<file path="src/sv/jq_pkg.sv">
`timescale 1ns / 1ps
package jq_pkg;

    typedef enum logic [2:0] {
        FN_ENQ = 3'd0,
        FN_DEQ = 3'd1,
        FN_MOD = 3'd2,
        FN_CHG = 3'd3,
        FN_PRO = 3'd4,
        FN_SRT = 3'd5,
        FN_CNT = 3'd6
    } t_func;

    typedef enum logic [2:0] {
        ST_OK       = 3'd0,
        ST_DUP      = 3'd1,
        ST_NOTFOUND = 3'd2,
        ST_EMPTY    = 3'd3,
        ST_FULL     = 3'd4,
        ST_HEAD     = 3'd5
    } t_status;

    // field select codes for change
    localparam logic [2:0] FS_PRI = 3'd1;
    localparam logic [2:0] FS_TYP = 3'd2;
    localparam logic [2:0] FS_CPU = 3'd3;
    localparam logic [2:0] FS_MEM = 3'd4;

    // sort key codes, anything else sorts by id
    localparam logic [2:0] KEY_PRI = 3'd2;
    localparam logic [2:0] KEY_TYP = 3'd3;
    localparam logic [2:0] KEY_CPU = 3'd4;
    localparam logic [2:0] KEY_MEM = 3'd5;

    typedef struct packed {
        logic [15:0] id;
        logic [7:0]  pri;
        logic [7:0]  typ;
        logic [15:0] cpu;
        logic [15:0] mem;
    } t_job;

    typedef struct packed {
        logic [2:0]  func;
        logic [15:0] job_id;
        logic [7:0]  priority_req;
        logic [7:0]  type_req;
        logic [15:0] cpu_time;
        logic [15:0] memory_used;
        logic [2:0]  field_select;
        logic [15:0] change_val;
        logic [4:0]  positions;
        logic [2:0]  sort_key;
    } t_req;

    typedef struct packed {
        logic [2:0]  status;
        logic [15:0] out_job_id;
        logic [7:0]  out_priority;
        logic [7:0]  out_type;
        logic [15:0] out_cpu_time;
        logic [15:0] out_memory;
        logic [4:0]  job_count;
    } t_res;

    typedef enum logic [1:0] {I_HOLD, I_ZERO, I_ONE, I_INC} t_iop;
    typedef enum logic [1:0] {J_HOLD, J_FROM_I, J_DEC} t_jop;
    typedef enum logic {R_I, R_JM1} t_rsel;
    typedef enum logic [2:0] {W_I, W_IM1, W_J, W_OCC, W_DST} t_wasel;
    typedef enum logic [1:0] {WD_REQ, WD_UPD, WD_RD, WD_REC} t_wdsel;
    typedef enum logic [1:0] {O_HOLD, O_INC, O_DEC} t_occop;
    typedef enum logic [1:0] {JS_NONE, JS_RD, JS_REC, JS_UPD} t_jsel;

    typedef struct packed {
        logic     latch;
        t_iop     i_op;
        t_jop     j_op;
        logic     ld_dst;
        logic     ld_rec;
        logic     re;
        t_rsel    rsel;
        logic     we;
        t_wasel   wasel;
        t_wdsel   wdsel;
        t_occop   occ_op;
        logic     res_ld;
        t_status  res_status;
        t_jsel    res_job;
    } t_dp_cmd;

    typedef struct packed {
        t_func func;
        logic  i_eq_occ;
        logic  i_zero;
        logic  occ_zero;
        logic  occ_le1;
        logic  occ_full;
        logic  found;
        logic  j_eq_dst;
        logic  j_zero;
        logic  after;
    } t_dp_stat;

    typedef enum logic [3:0] {
        S_IDLE, S_DISP, S_LOC_RD, S_LOC_CMP, S_PR_RD, S_PR_WR,
        S_DQ_RD0, S_DQ_HEAD, S_DQ_RD, S_DQ_WR,
        S_SO_KEY, S_SO_KEYW, S_SO_RD, S_SO_CMP, S_OUT
    } t_state;

    function automatic logic [15:0] key_of(t_job r, logic [2:0] k);
        logic [15:0] v;
        unique case (k)
            KEY_PRI: v = {8'd0, r.pri};
            KEY_TYP: v = {8'd0, r.typ};
            KEY_CPU: v = r.cpu;
            KEY_MEM: v = r.mem;
            default: v = r.id;
        endcase
        return v;
    endfunction

    function automatic logic sorts_after(t_job a, t_job b, logic [2:0] k);
        logic [15:0] ka;
        logic [15:0] kb;
        ka = key_of(a, k);
        kb = key_of(b, k);
        if (ka != kb) begin
            return ka > kb;
        end
        return a.id > b.id;
    endfunction

endpackage

</file>
<file path="src/sv/jq_req_if.sv">
`timescale 1ns / 1ps
interface jq_req_if;
    logic          valid;
    logic          ready;
    jq_pkg::t_req  payload;
    modport source(output valid, output payload, input ready);
    modport sink(input valid, input payload, output ready);
endinterface

</file>
<file path="src/sv/jq_res_if.sv">
`timescale 1ns / 1ps
interface jq_res_if;
    logic          valid;
    logic          ready;
    jq_pkg::t_res  payload;
    modport source(output valid, output payload, input ready);
    modport sink(input valid, input payload, output ready);
endinterface

</file>
<file path="src/sv/jq_dp.sv">
`timescale 1ns / 1ps
module jq_dp #(
    parameter int DEPTH = 16
) (
    input  logic              i_clk,
    input  logic              i_rst_n,
    input  jq_pkg::t_req      i_req,
    input  jq_pkg::t_dp_cmd   i_cmd,
    output jq_pkg::t_dp_stat  o_stat,
    output jq_pkg::t_res      o_res
);
    import jq_pkg::*;

    localparam int AW = $clog2(DEPTH);
    localparam int CW = $clog2(DEPTH + 1);
    localparam int XW = (CW > 5) ? CW : 5;

    t_job          r_mem [DEPTH];
    t_job          r_rd;
    t_job          r_rec;
    t_req          r_req;
    logic [CW-1:0] r_occ;
    logic [CW-1:0] r_i;
    logic [CW-1:0] r_j;
    logic [CW-1:0] r_dst;
    t_status       r_res_status;
    t_job          r_res_job;

    logic [CW-1:0] jm1;
    logic [CW-1:0] im1;
    logic [CW-1:0] n_dst;
    logic [XW-1:0] pos_x;
    logic [XW-1:0] i_x;
    logic [AW-1:0] raddr;
    logic [AW-1:0] waddr;
    t_job          wdata;
    t_job          upd;
    t_job          req_job;
    logic [7:0]    sat;

    assign jm1 = r_j - CW'(1);
    assign im1 = r_i - CW'(1);
    assign pos_x = XW'(r_req.positions);
    assign i_x = XW'(r_i);
    assign n_dst = (pos_x >= i_x) ? '0 : CW'(i_x - pos_x);
    assign sat = (r_req.change_val > 16'd255) ? 8'd255 : r_req.change_val[7:0];
    assign req_job = '{id: r_req.job_id, pri: r_req.priority_req, typ: r_req.type_req,
                       cpu: r_req.cpu_time, mem: r_req.memory_used};

    // updated record for modify and change
    always_comb begin
        upd = r_rd;
        if (t_func'(r_req.func) == FN_MOD) begin
            upd = '{id: r_rd.id, pri: r_req.priority_req, typ: r_req.type_req,
                    cpu: r_req.cpu_time, mem: r_req.memory_used};
        end else begin
            unique case (r_req.field_select)
                FS_PRI:  upd.pri = sat;
                FS_TYP:  upd.typ = sat;
                FS_CPU:  upd.cpu = r_req.change_val;
                FS_MEM:  upd.mem = r_req.change_val;
                default: upd = r_rd;
            endcase
        end
    end

    always_comb begin
        unique case (i_cmd.rsel)
            R_I:     raddr = r_i[AW-1:0];
            R_JM1:   raddr = jm1[AW-1:0];
            default: raddr = r_i[AW-1:0];
        endcase
        unique case (i_cmd.wasel)
            W_I:     waddr = r_i[AW-1:0];
            W_IM1:   waddr = im1[AW-1:0];
            W_J:     waddr = r_j[AW-1:0];
            W_OCC:   waddr = r_occ[AW-1:0];
            W_DST:   waddr = r_dst[AW-1:0];
            default: waddr = r_i[AW-1:0];
        endcase
        unique case (i_cmd.wdsel)
            WD_REQ:  wdata = req_job;
            WD_UPD:  wdata = upd;
            WD_RD:   wdata = r_rd;
            WD_REC:  wdata = r_rec;
            default: wdata = r_rd;
        endcase
    end

    always_ff @(posedge i_clk) begin
        if (i_cmd.we) begin
            r_mem[waddr] <= wdata;
        end
        if (i_cmd.re) begin
            r_rd <= r_mem[raddr];
        end
    end

    always_ff @(posedge i_clk) begin
        if (!i_rst_n) begin
            r_occ <= '0;
        end else begin
            unique case (i_cmd.occ_op)
                O_INC:   r_occ <= r_occ + CW'(1);
                O_DEC:   r_occ <= r_occ - CW'(1);
                default: r_occ <= r_occ;
            endcase
        end
    end

    always_ff @(posedge i_clk) begin
        if (i_cmd.latch) begin
            r_req <= i_req;
        end
        unique case (i_cmd.i_op)
            I_ZERO:  r_i <= '0;
            I_ONE:   r_i <= CW'(1);
            I_INC:   r_i <= r_i + CW'(1);
            default: r_i <= r_i;
        endcase
        unique case (i_cmd.j_op)
            J_FROM_I: r_j <= r_i;
            J_DEC:    r_j <= jm1;
            default:  r_j <= r_j;
        endcase
        if (i_cmd.ld_dst) begin
            r_dst <= n_dst;
        end
        if (i_cmd.ld_rec) begin
            r_rec <= r_rd;
        end
        if (i_cmd.res_ld) begin
            r_res_status <= i_cmd.res_status;
            unique case (i_cmd.res_job)
                JS_RD:   r_res_job <= r_rd;
                JS_REC:  r_res_job <= r_rec;
                JS_UPD:  r_res_job <= upd;
                default: r_res_job <= '0;
            endcase
        end
    end

    always_comb begin
        o_stat.func     = t_func'(r_req.func);
        o_stat.i_eq_occ = (r_i == r_occ);
        o_stat.i_zero   = (r_i == '0);
        o_stat.occ_zero = (r_occ == '0);
        o_stat.occ_le1  = (r_occ <= CW'(1));
        o_stat.occ_full = (r_occ == CW'(DEPTH));
        o_stat.found    = (r_rd.id == r_req.job_id);
        o_stat.j_eq_dst = (r_j == r_dst);
        o_stat.j_zero   = (r_j == '0);
        o_stat.after    = sorts_after(r_rd, r_rec, r_req.sort_key);
    end

    assign o_res.status       = r_res_status;
    assign o_res.out_job_id   = r_res_job.id;
    assign o_res.out_priority = r_res_job.pri;
    assign o_res.out_type     = r_res_job.typ;
    assign o_res.out_cpu_time = r_res_job.cpu;
    assign o_res.out_memory   = r_res_job.mem;
    assign o_res.job_count    = 5'(r_occ);

`ifndef SYNTH
    a_occ_bound: assert property (@(posedge i_clk) disable iff (!i_rst_n)
        r_occ <= CW'(DEPTH)) else $error("occupancy above depth");
    a_no_push_full: assert property (@(posedge i_clk) disable iff (!i_rst_n)
        i_cmd.we && i_cmd.wasel == W_OCC |-> r_occ < CW'(DEPTH))
        else $error("tail write into full queue");
    a_no_pop_empty: assert property (@(posedge i_clk) disable iff (!i_rst_n)
        i_cmd.occ_op == O_DEC |-> r_occ != '0) else $error("pop from empty queue");
    a_occ_step: assert property (@(posedge i_clk) disable iff (!i_rst_n)
        i_cmd.occ_op == O_INC |=> r_occ == $past(r_occ) + CW'(1))
        else $error("occupancy did not advance");
`endif

endmodule

</file>
<file path="src/sv/jq_ctrl.sv">
`timescale 1ns / 1ps
module jq_ctrl (
    input  logic              i_clk,
    input  logic              i_rst_n,
    input  logic              i_in_valid,
    output logic              o_in_ready,
    output logic              o_out_valid,
    input  logic              i_out_ready,
    input  jq_pkg::t_dp_stat  i_stat,
    output jq_pkg::t_dp_cmd   o_cmd
);
    import jq_pkg::*;

    t_state r_state;
    t_state n_state;

    always_ff @(posedge i_clk) begin
        if (!i_rst_n) begin
            r_state <= S_IDLE;
        end else begin
            r_state <= n_state;
        end
    end

    always_comb begin
        n_state = r_state;
        o_cmd = '{latch: 1'b0, i_op: I_HOLD, j_op: J_HOLD, ld_dst: 1'b0, ld_rec: 1'b0,
                  re: 1'b0, rsel: R_I, we: 1'b0, wasel: W_I, wdsel: WD_RD,
                  occ_op: O_HOLD, res_ld: 1'b0, res_status: ST_OK, res_job: JS_NONE};
        o_in_ready = 1'b0;
        o_out_valid = 1'b0;
        unique case (r_state)
            S_IDLE: begin
                o_in_ready = 1'b1;
                if (i_in_valid) begin
                    o_cmd.latch = 1'b1;
                    n_state = S_DISP;
                end
            end
            S_DISP: begin
                o_cmd.res_ld = 1'b1;
                unique case (i_stat.func)
                    FN_ENQ, FN_MOD, FN_CHG, FN_PRO: begin
                        o_cmd.res_ld = 1'b0;
                        o_cmd.i_op = I_ZERO;
                        n_state = S_LOC_RD;
                    end
                    FN_DEQ: begin
                        if (i_stat.occ_zero) begin
                            o_cmd.res_status = ST_EMPTY;
                            n_state = S_OUT;
                        end else begin
                            o_cmd.res_ld = 1'b0;
                            o_cmd.i_op = I_ZERO;
                            n_state = S_DQ_RD0;
                        end
                    end
                    FN_SRT: begin
                        if (i_stat.occ_le1) begin
                            n_state = S_OUT;
                        end else begin
                            o_cmd.i_op = I_ONE;
                            n_state = S_SO_KEY;
                        end
                    end
                    default: n_state = S_OUT;
                endcase
            end
            S_LOC_RD: begin
                if (i_stat.i_eq_occ) begin
                    o_cmd.res_ld = 1'b1;
                    n_state = S_OUT;
                    if (i_stat.func == FN_ENQ) begin
                        if (i_stat.occ_full) begin
                            o_cmd.res_status = ST_FULL;
                        end else begin
                            o_cmd.we = 1'b1;
                            o_cmd.wasel = W_OCC;
                            o_cmd.wdsel = WD_REQ;
                            o_cmd.occ_op = O_INC;
                        end
                    end else begin
                        o_cmd.res_status = ST_NOTFOUND;
                    end
                end else begin
                    o_cmd.re = 1'b1;
                    o_cmd.rsel = R_I;
                    n_state = S_LOC_CMP;
                end
            end
            S_LOC_CMP: begin
                if (!i_stat.found) begin
                    o_cmd.i_op = I_INC;
                    n_state = S_LOC_RD;
                end else begin
                    priority case (i_stat.func)
                        FN_ENQ: begin
                            o_cmd.res_ld = 1'b1;
                            o_cmd.res_status = ST_DUP;
                            n_state = S_OUT;
                        end
                        FN_MOD, FN_CHG: begin
                            o_cmd.we = 1'b1;
                            o_cmd.wasel = W_I;
                            o_cmd.wdsel = WD_UPD;
                            o_cmd.res_ld = 1'b1;
                            o_cmd.res_job = JS_UPD;
                            n_state = S_OUT;
                        end
                        FN_PRO: begin
                            if (i_stat.i_zero) begin
                                o_cmd.res_ld = 1'b1;
                                o_cmd.res_status = ST_HEAD;
                                n_state = S_OUT;
                            end else begin
                                o_cmd.ld_rec = 1'b1;
                                o_cmd.ld_dst = 1'b1;
                                o_cmd.j_op = J_FROM_I;
                                n_state = S_PR_RD;
                            end
                        end
                        default: begin
                            o_cmd.res_ld = 1'b1;
                            n_state = S_OUT;
                        end
                    endcase
                end
            end
            S_PR_RD: begin
                if (i_stat.j_eq_dst) begin
                    o_cmd.we = 1'b1;
                    o_cmd.wasel = W_DST;
                    o_cmd.wdsel = WD_REC;
                    o_cmd.res_ld = 1'b1;
                    o_cmd.res_job = JS_REC;
                    n_state = S_OUT;
                end else begin
                    o_cmd.re = 1'b1;
                    o_cmd.rsel = R_JM1;
                    n_state = S_PR_WR;
                end
            end
            S_PR_WR: begin
                o_cmd.we = 1'b1;
                o_cmd.wasel = W_J;
                o_cmd.wdsel = WD_RD;
                o_cmd.j_op = J_DEC;
                n_state = S_PR_RD;
            end
            S_DQ_RD0: begin
                o_cmd.re = 1'b1;
                o_cmd.rsel = R_I;
                o_cmd.i_op = I_ONE;
                n_state = S_DQ_HEAD;
            end
            S_DQ_HEAD: begin
                o_cmd.res_ld = 1'b1;
                o_cmd.res_job = JS_RD;
                n_state = S_DQ_RD;
            end
            S_DQ_RD: begin
                if (i_stat.i_eq_occ) begin
                    o_cmd.occ_op = O_DEC;
                    n_state = S_OUT;
                end else begin
                    o_cmd.re = 1'b1;
                    o_cmd.rsel = R_I;
                    n_state = S_DQ_WR;
                end
            end
            S_DQ_WR: begin
                o_cmd.we = 1'b1;
                o_cmd.wasel = W_IM1;
                o_cmd.wdsel = WD_RD;
                o_cmd.i_op = I_INC;
                n_state = S_DQ_RD;
            end
            S_SO_KEY: begin
                if (i_stat.i_eq_occ) begin
                    n_state = S_OUT;
                end else begin
                    o_cmd.re = 1'b1;
                    o_cmd.rsel = R_I;
                    n_state = S_SO_KEYW;
                end
            end
            S_SO_KEYW: begin
                o_cmd.ld_rec = 1'b1;
                o_cmd.j_op = J_FROM_I;
                n_state = S_SO_RD;
            end
            S_SO_RD: begin
                if (i_stat.j_zero) begin
                    o_cmd.we = 1'b1;
                    o_cmd.wasel = W_J;
                    o_cmd.wdsel = WD_REC;
                    o_cmd.i_op = I_INC;
                    n_state = S_SO_KEY;
                end else begin
                    o_cmd.re = 1'b1;
                    o_cmd.rsel = R_JM1;
                    n_state = S_SO_CMP;
                end
            end
            S_SO_CMP: begin
                o_cmd.we = 1'b1;
                o_cmd.wasel = W_J;
                if (i_stat.after) begin
                    o_cmd.wdsel = WD_RD;
                    o_cmd.j_op = J_DEC;
                    n_state = S_SO_RD;
                end else begin
                    o_cmd.wdsel = WD_REC;
                    o_cmd.i_op = I_INC;
                    n_state = S_SO_KEY;
                end
            end
            S_OUT: begin
                o_out_valid = 1'b1;
                if (i_out_ready) begin
                    n_state = S_IDLE;
                end
            end
            default: n_state = S_IDLE;
        endcase
    end

endmodule

</file>
<file path="src/sv/job_queue_with_id_lookup.sv">
`timescale 1ns / 1ps
// job queue with lookup by id
// i_req carries one command item (func plus operands), o_res returns exactly
// one result item per command: status, the affected job and the job count.
// jobs sit in a single-port-write, registered-read slot memory, head at slot 0.
// one command is in flight at a time: i_req.ready is high only while idle, and
// a finished result is held in o_res until the receiver takes it; a stalled
// receiver simply holds the block in its output state.
// work per command, with n jobs held and k the slot of a found job:
//   count, reorder of n <= 1, unused codes, empty dequeue: no slot walk
//   enqueue, modify, change: walk slots 0 to k, or all n slots if absent
//   promote from slot k by m places: the jobs it passes shift back (head: none)
//   dequeue: memory shift of the whole queue
//   reorder: insertion sort
// the slot walk reads the memory one slot at a time.
// reset clears the state machine and the job count; slot contents need no
// clearing since slots beyond the count are never read.
module job_queue_with_id_lookup #(
    parameter int QUEUE_DEPTH = 16
) (
    input  logic  i_clk,
    input  logic  i_rst_n,
    jq_req_if.sink    i_req,
    jq_res_if.source  o_res
);
    import jq_pkg::*;

    // command and status between sequencer and slot datapath
    t_dp_cmd  dp_cmd;
    t_dp_stat dp_stat;

    jq_ctrl u_ctrl (
        .i_clk       (i_clk),
        .i_rst_n     (i_rst_n),
        .i_in_valid  (i_req.valid),
        .o_in_ready  (i_req.ready),
        .o_out_valid (o_res.valid),
        .i_out_ready (o_res.ready),
        .i_stat      (dp_stat),
        .o_cmd       (dp_cmd)
    );

    // slot memory, counters and result register
    jq_dp #(
        .DEPTH (QUEUE_DEPTH)
    ) u_dp (
        .i_clk   (i_clk),
        .i_rst_n (i_rst_n),
        .i_req   (i_req.payload),
        .i_cmd   (dp_cmd),
        .o_stat  (dp_stat),
        .o_res   (o_res.payload)
    );

`ifndef SYNTH
    a_one_at_a_time: assert property (@(posedge i_clk) disable iff (!i_rst_n)
        i_req.valid && i_req.ready |=> !i_req.ready)
        else $error("second item taken while busy");
    a_no_take_while_out: assert property (@(posedge i_clk) disable iff (!i_rst_n)
        o_res.valid |-> !i_req.ready) else $error("input open with result pending");
    a_result_follows: assert property (@(posedge i_clk) disable iff (!i_rst_n)
        o_res.valid && o_res.ready |=> i_req.ready)
        else $error("not idle after result taken");
`endif

endmodule
</file>
<file path="src/flat_wrapper.sv">
// flat-port wrapper written by rule: the top's interface ports become plain ports
module job_queue_with_id_lookup_flat import jq_pkg::*;
#(
    parameter int QUEUE_DEPTH = 16
)
  (i_clk, i_rst_n, i_req_valid, i_req_payload, i_req_ready, o_res_valid, o_res_payload, o_res_ready);
  jq_req_if i_req_i ();
  jq_res_if o_res_i ();
  input  logic i_clk;
  input  logic i_rst_n;
  input wire logic [$bits(i_req_i.valid)-1:0] i_req_valid;
  input wire logic [$bits(i_req_i.payload)-1:0] i_req_payload;
  output wire logic [$bits(i_req_i.ready)-1:0] i_req_ready;
  output wire logic [$bits(o_res_i.valid)-1:0] o_res_valid;
  output wire logic [$bits(o_res_i.payload)-1:0] o_res_payload;
  input wire logic [$bits(o_res_i.ready)-1:0] o_res_ready;
  assign i_req_i.valid = i_req_valid;
  assign i_req_i.payload = i_req_payload;
  assign i_req_ready = i_req_i.ready;
  assign o_res_valid = o_res_i.valid;
  assign o_res_payload = o_res_i.payload;
  assign o_res_i.ready = o_res_ready;
  job_queue_with_id_lookup #(.QUEUE_DEPTH(QUEUE_DEPTH)) u_core (.i_clk(i_clk), .i_rst_n(i_rst_n), .i_req(i_req_i), .o_res(o_res_i));
endmodule
</file>
<file path="config.mk">
export PLATFORM = sky130hd
export DESIGN_NAME = job_queue_with_id_lookup_flat
export DESIGN_NICKNAME = d
export VERILOG_FILES = /design/src/sv/jq_pkg.sv /design/src/sv/jq_req_if.sv /design/src/sv/jq_res_if.sv /design/src/sv/jq_dp.sv /design/src/sv/jq_ctrl.sv /design/src/sv/job_queue_with_id_lookup.sv /design/src/flat_wrapper.sv
export SDC_FILE = /design/constraint.sdc
export NUM_CORES = 2
export LEC_CHECK = 0
export ABC_AREA = 1
export BUFFER_PORTS_ARGS = -buffer_cell sky130_fd_sc_hd__buf_4
export CAP_MARGIN = 20
export CORE_MARGIN = 3
export CORE_UTILIZATION = 34
export CTS_BUF_LIST = sky130_fd_sc_hd__clkbuf_8
export CTS_CLUSTER_SIZE = 8
export DETAILED_ROUTE_END_ITERATION = 8
export PLACE_DENSITY = 0.5
export SETUP_SLACK_MARGIN = 0.3
export SLEW_MARGIN = 30
export SYNTH_ARGS = -nofsm -noshare
export SYNTH_HDL_FRONTEND = slang
export SYNTH_SLANG_ARGS = --single-unit
export TNS_END_PERCENT = 100
</file>
<file path="constraint.sdc">
create_clock -name i_clk -period 7.33 [get_ports i_clk]
set_clock_uncertainty 0.05 [all_clocks]
set_input_delay 1.466 -clock i_clk [delete_from_list [all_inputs] [get_ports i_clk]]
set_output_delay 1.466 -clock i_clk [all_outputs]
set_load 0.05 [all_outputs]
</file>
==> reports/metrics.cfg <==
[timing]
finalHoldViolations = 0
timing.fmax_ghz = 0.173
rsz0062_at_grt = false
worst_slack_ns = 1.55
slew_headroom = 0.292
setup_viol = 0
worst_slew_pin_slew_ns = 1.06
drv_slew = 0
fin_crit_ns = 5.78
fin_crit_sh = 0.789
finalSetupTns_ns = 0
whs_ns = 0.445

[cts]
htree_num_levels = 4
tritoncts = done
max-clock-path-buffers = 3
postCtsSetupRepairBufs = 0
root_buffer = clkbuf_8
cts_hold_buf = 0
cts_resized = 0
clkTransAtPathRegs_ns = 0.06
cts.sinks = 1337
cts_made_buffers = 217
clkLatencyLatePin_ns = 1.00

[setup_path]
arrival_ns = 6.38
path_cells = nor2_1 > inv_1 > nor2_1 > buf_4 > clkinv_1 > o22ai_1 > a21oi_1 > nand3_1 > o21ai_0 > ha_1 > nand2_1 > nor3_1 > nand4_1 > nor2_1 > nand2_1 > nand3_1 > nand3_4 > nor2_4 > buf_4 > nand2_1 > nand4_1
cp_slowest_cell = buf_4
reg2reg_depth = 21
critPathLaunchType = register
crit_type = register to register
cpPeakStageDelay_ns = 0.72
crit_start = u_core.u_dp.r_req[1]$_DFFE_PP_
endpoint = u_core.u_dp.r_mem[15][9]$_DFFE_PP_
critical_path.max_fanout = 48
timing.rr.start = u_core.u_dp.r_req[1]$_DFFE_PP_
cp-end-kind = register
worstPathRequired_ns = 7.93
r2r_end = u_core.u_dp.r_mem[15][9]$_DFFE_PP_
regToRegSetupSlack_ns = 1.55

[global_routing]
grt_max_degree = 143
grt_pass1_wl_mm = 316
track_usage = 0.238
overflow = 0
grt_pass1_vias = 42400
antenna_found_initial = 9

[cells_and_area]
final_cells = 8688
drive_gt1_frac = 0.0910
fin_area_um2 = 69100
area_growth_pct = 13.4
final_nets = 6320

[logic_synthesis]
ys.flop_type = edfxtp_1
syn_nets = 6148
synth_area_um2 = 60900
postSynthAreaPerCell_um2 = 10.1
synth.area.top_cells = edfxtp_1 (65%), nand3_1 (9.7%), nand2_1 (8.1%)
syn_inst = 6003
synth_top_area_frac = 0.655
synth_warnings = 0
yosysTopAreaCell = edfxtp_1
synth_edf_count = 1328
synth_seq_cells = 1337
async_reset_ff_frac = 0
seq_area_frac_synth = 0.658
synth_cell_type_count = 43

[drt]
drc = 0
num_vias = 45500
postRouteAntennaNets = 0
dr.first_iter.drc_count = 5582
vias_per_cell = 5.24
firstDrtPassIters = 6
routed_wl_mm = 225
routedWlPerCell_um = 25.9

[floorplanning]
rows = 154
dieArea_um2 = 184000
die_x_um = 429
start_util = 0.344
core_area_um2 = 177000
io_pins = 172
die_h_um = 429

[power]
vdd_drop_max_uv = 412
p_leak_nw = 29.1
p_per_area_nw_per_um2 = 407

[run]
cap_violations = 0

[placement]
gp_congestion = 0.940
place_ws_ns = 1.83
hpwlAfterDp_mm = 128
dp.cells = 8296
io_buffers = 171
dpl_cell_area_um2 = 65100

[outcome]
status = finished, final reports clean

[min_path]
hp-class = register to register

==> report_power, final <==
part	switching (W)	internal [W]	total, W
clock	0.00310	0.00302	0.00612
combinational	0.00810	0.00264	0.0107
sequential	0.000792	0.0105	0.0113
total	0.0120	0.0162	0.0281
==> state kept, by name, indices dropped and copies added (netlist names) <==
| signal | cells |
|---|---|
| u_core.u_dp.r_dst | 5 |
| u_core.u_dp.r_res_status | 3 |
| u_core.u_dp.pos_x | 5 |
| u_core.u_dp.r_occ | 5 |
| u_core.u_dp.r_rd | 64 |
| u_core.u_dp.r_mem | 1024 |
| u_core.u_dp.i_x | 5 |
| u_core.u_dp.o_res | 64 |
| u_core.u_dp.o_stat | 3 |
| u_core.u_dp.r_rec | 64 |
| u_core.u_ctrl.r_state | 4 |
| u_core.u_dp.r_j | 5 |
| u_core.u_dp.r_req | 86 |
==> worst min-delay path by stage <==
stage / from / endpoint / slack, ns / cells past startpoint
detailed placement: u_core.u_dp.r_rd[17]$_DFFE_PP_ / u_core.u_dp.r_rec[17]$_DFFE_PP_ / 0.43 / 0
finish: u_core.u_dp.r_rd[40]$_DFFE_PP_ / u_core.u_dp.r_rec[40]$_DFFE_PP_ / 0.45 / 0
global route: u_core.u_dp.r_rd[24]$_DFFE_PP_ / u_core.u_dp.r_rec[24]$_DFFE_PP_ / 0.45 / 0
CTS: u_core.u_dp.r_rd[24]$_DFFE_PP_ / u_core.u_dp.r_rec[24]$_DFFE_PP_ / 0.42 / 0
floorplan: u_core.u_dp.r_rd[11]$_DFFE_PP_ / u_core.u_dp.r_rec[11]$_DFFE_PP_ / 0.40 / 0
global placement: u_core.u_dp.r_rd[24]$_DFFE_PP_ / u_core.u_dp.r_rec[24]$_DFFE_PP_ / 0.42 / 0
==> cells in the final DEF (no fill, tap or decap), types with 3 or more instances in the layout <==
| master | instances |
|---|---|
| inv_6 | 5 |
| o22ai_1 | 25 |
| clkbuf_8 | 218 |
| nor2_1 | 125 |
| nor3_1 | 10 |
| a221oi_1 | 13 |
| clkinv_1 | 51 |
| a21oi_1 | 37 |
| a31oi_1 | 24 |
| dfxtp_1 | 9 |
| xnor2_1 | 6 |
| buf_4 | 238 |
| o21ai_0 | 59 |
| edfxtp_1 | 1328 |
| clkinv_8 | 4 |
| nand4_1 | 129 |
| inv_2 | 4 |
| diode_2 | 6 |
| buf_16 | 3 |
| nor2_4 | 23 |
| clkinv_2 | 20 |
| nand3_4 | 3 |
| a22oi_1 | 3 |
| nand2_1 | 1308 |
| xor2_1 | 10 |
| o221ai_1 | 41 |
| bufinv_16 | 7 |
| buf_12 | 25 |
| nor2_2 | 4 |
| inv_8 | 4 |
| o211ai_1 | 50 |
| o21ai_4 | 4 |
| nand3_1 | 1178 |
| ha_1 | 46 |
| inv_1 | 1298 |
==> kinds of logic (layout without fill, tap and decap cells) <==
kind of cell | after synthesis | in the layout | share of synthesized area
and+or+nand+nor | 2792 | 2792 | 0.202
AOI/OAI and AO/OA | 267 | 267 | 0.0290
DFF | 1337 | 1337 | 0.658
other | 0 | 6 | 0
xor gates and xnor gates | 16 | 16 | 0.00230
adders and majority gates | 47 | 47 | 0.00978
buffers and inverters | 1544 | 1883 | 0.0991
==> stage by stage <==
step,power [W],util
after floorplan,0.0178,-
after global placement,0.0219,0.367
after detailed placement,0.0220,0.368
after CTS,0.0281,0.390
after global routing,0.0296,0.390
final,0.0281,0.390
==> synthesized netlist by cell type, types with 26 or more instances <==
cell type,n
nand4_1,129
nand2_1,1312
buf_1,26
inv_1,1225
nand3_1,1181
ha_1,46
o21ai_0,60
a21oi_1,37
edfxtp_1,1328
nor2_1,151
buf_2,161
clkbuf_1,120
o211ai_1,50
o221ai_1,41
==> area by class of cell <==
class,instances,area (um2)
sequential,1337,40100
clock inverter,168,953
timing repair buffer,268,2400
inverter,1229,4630
multi-input combinational,3122,15100
tap,2340,2930
fill,17300,108000
clock buffer,218,3000
antenna,6,15.0
==> critical path, delay by kind of cell, from the launching register on <==
family | cells | cell delay (ns)
flops | 1 | 0.39
simple gates | 13 | 2.46
compound gates | 3 | 0.56
fa+ha+maj | 1 | 0.31
buf+inv | 4 | 1.52
==> per-layer routing <==
metal,track usage,part of all wire,vias up
li1,-,-,20400
met1,0.316,0.41,22200
met2,0.370,0.45,2416
met3,0.0556,0.095,500
met4,0.109,0.048,2
met5,0,0.000058,-
(Power assumes the default switching activity.)
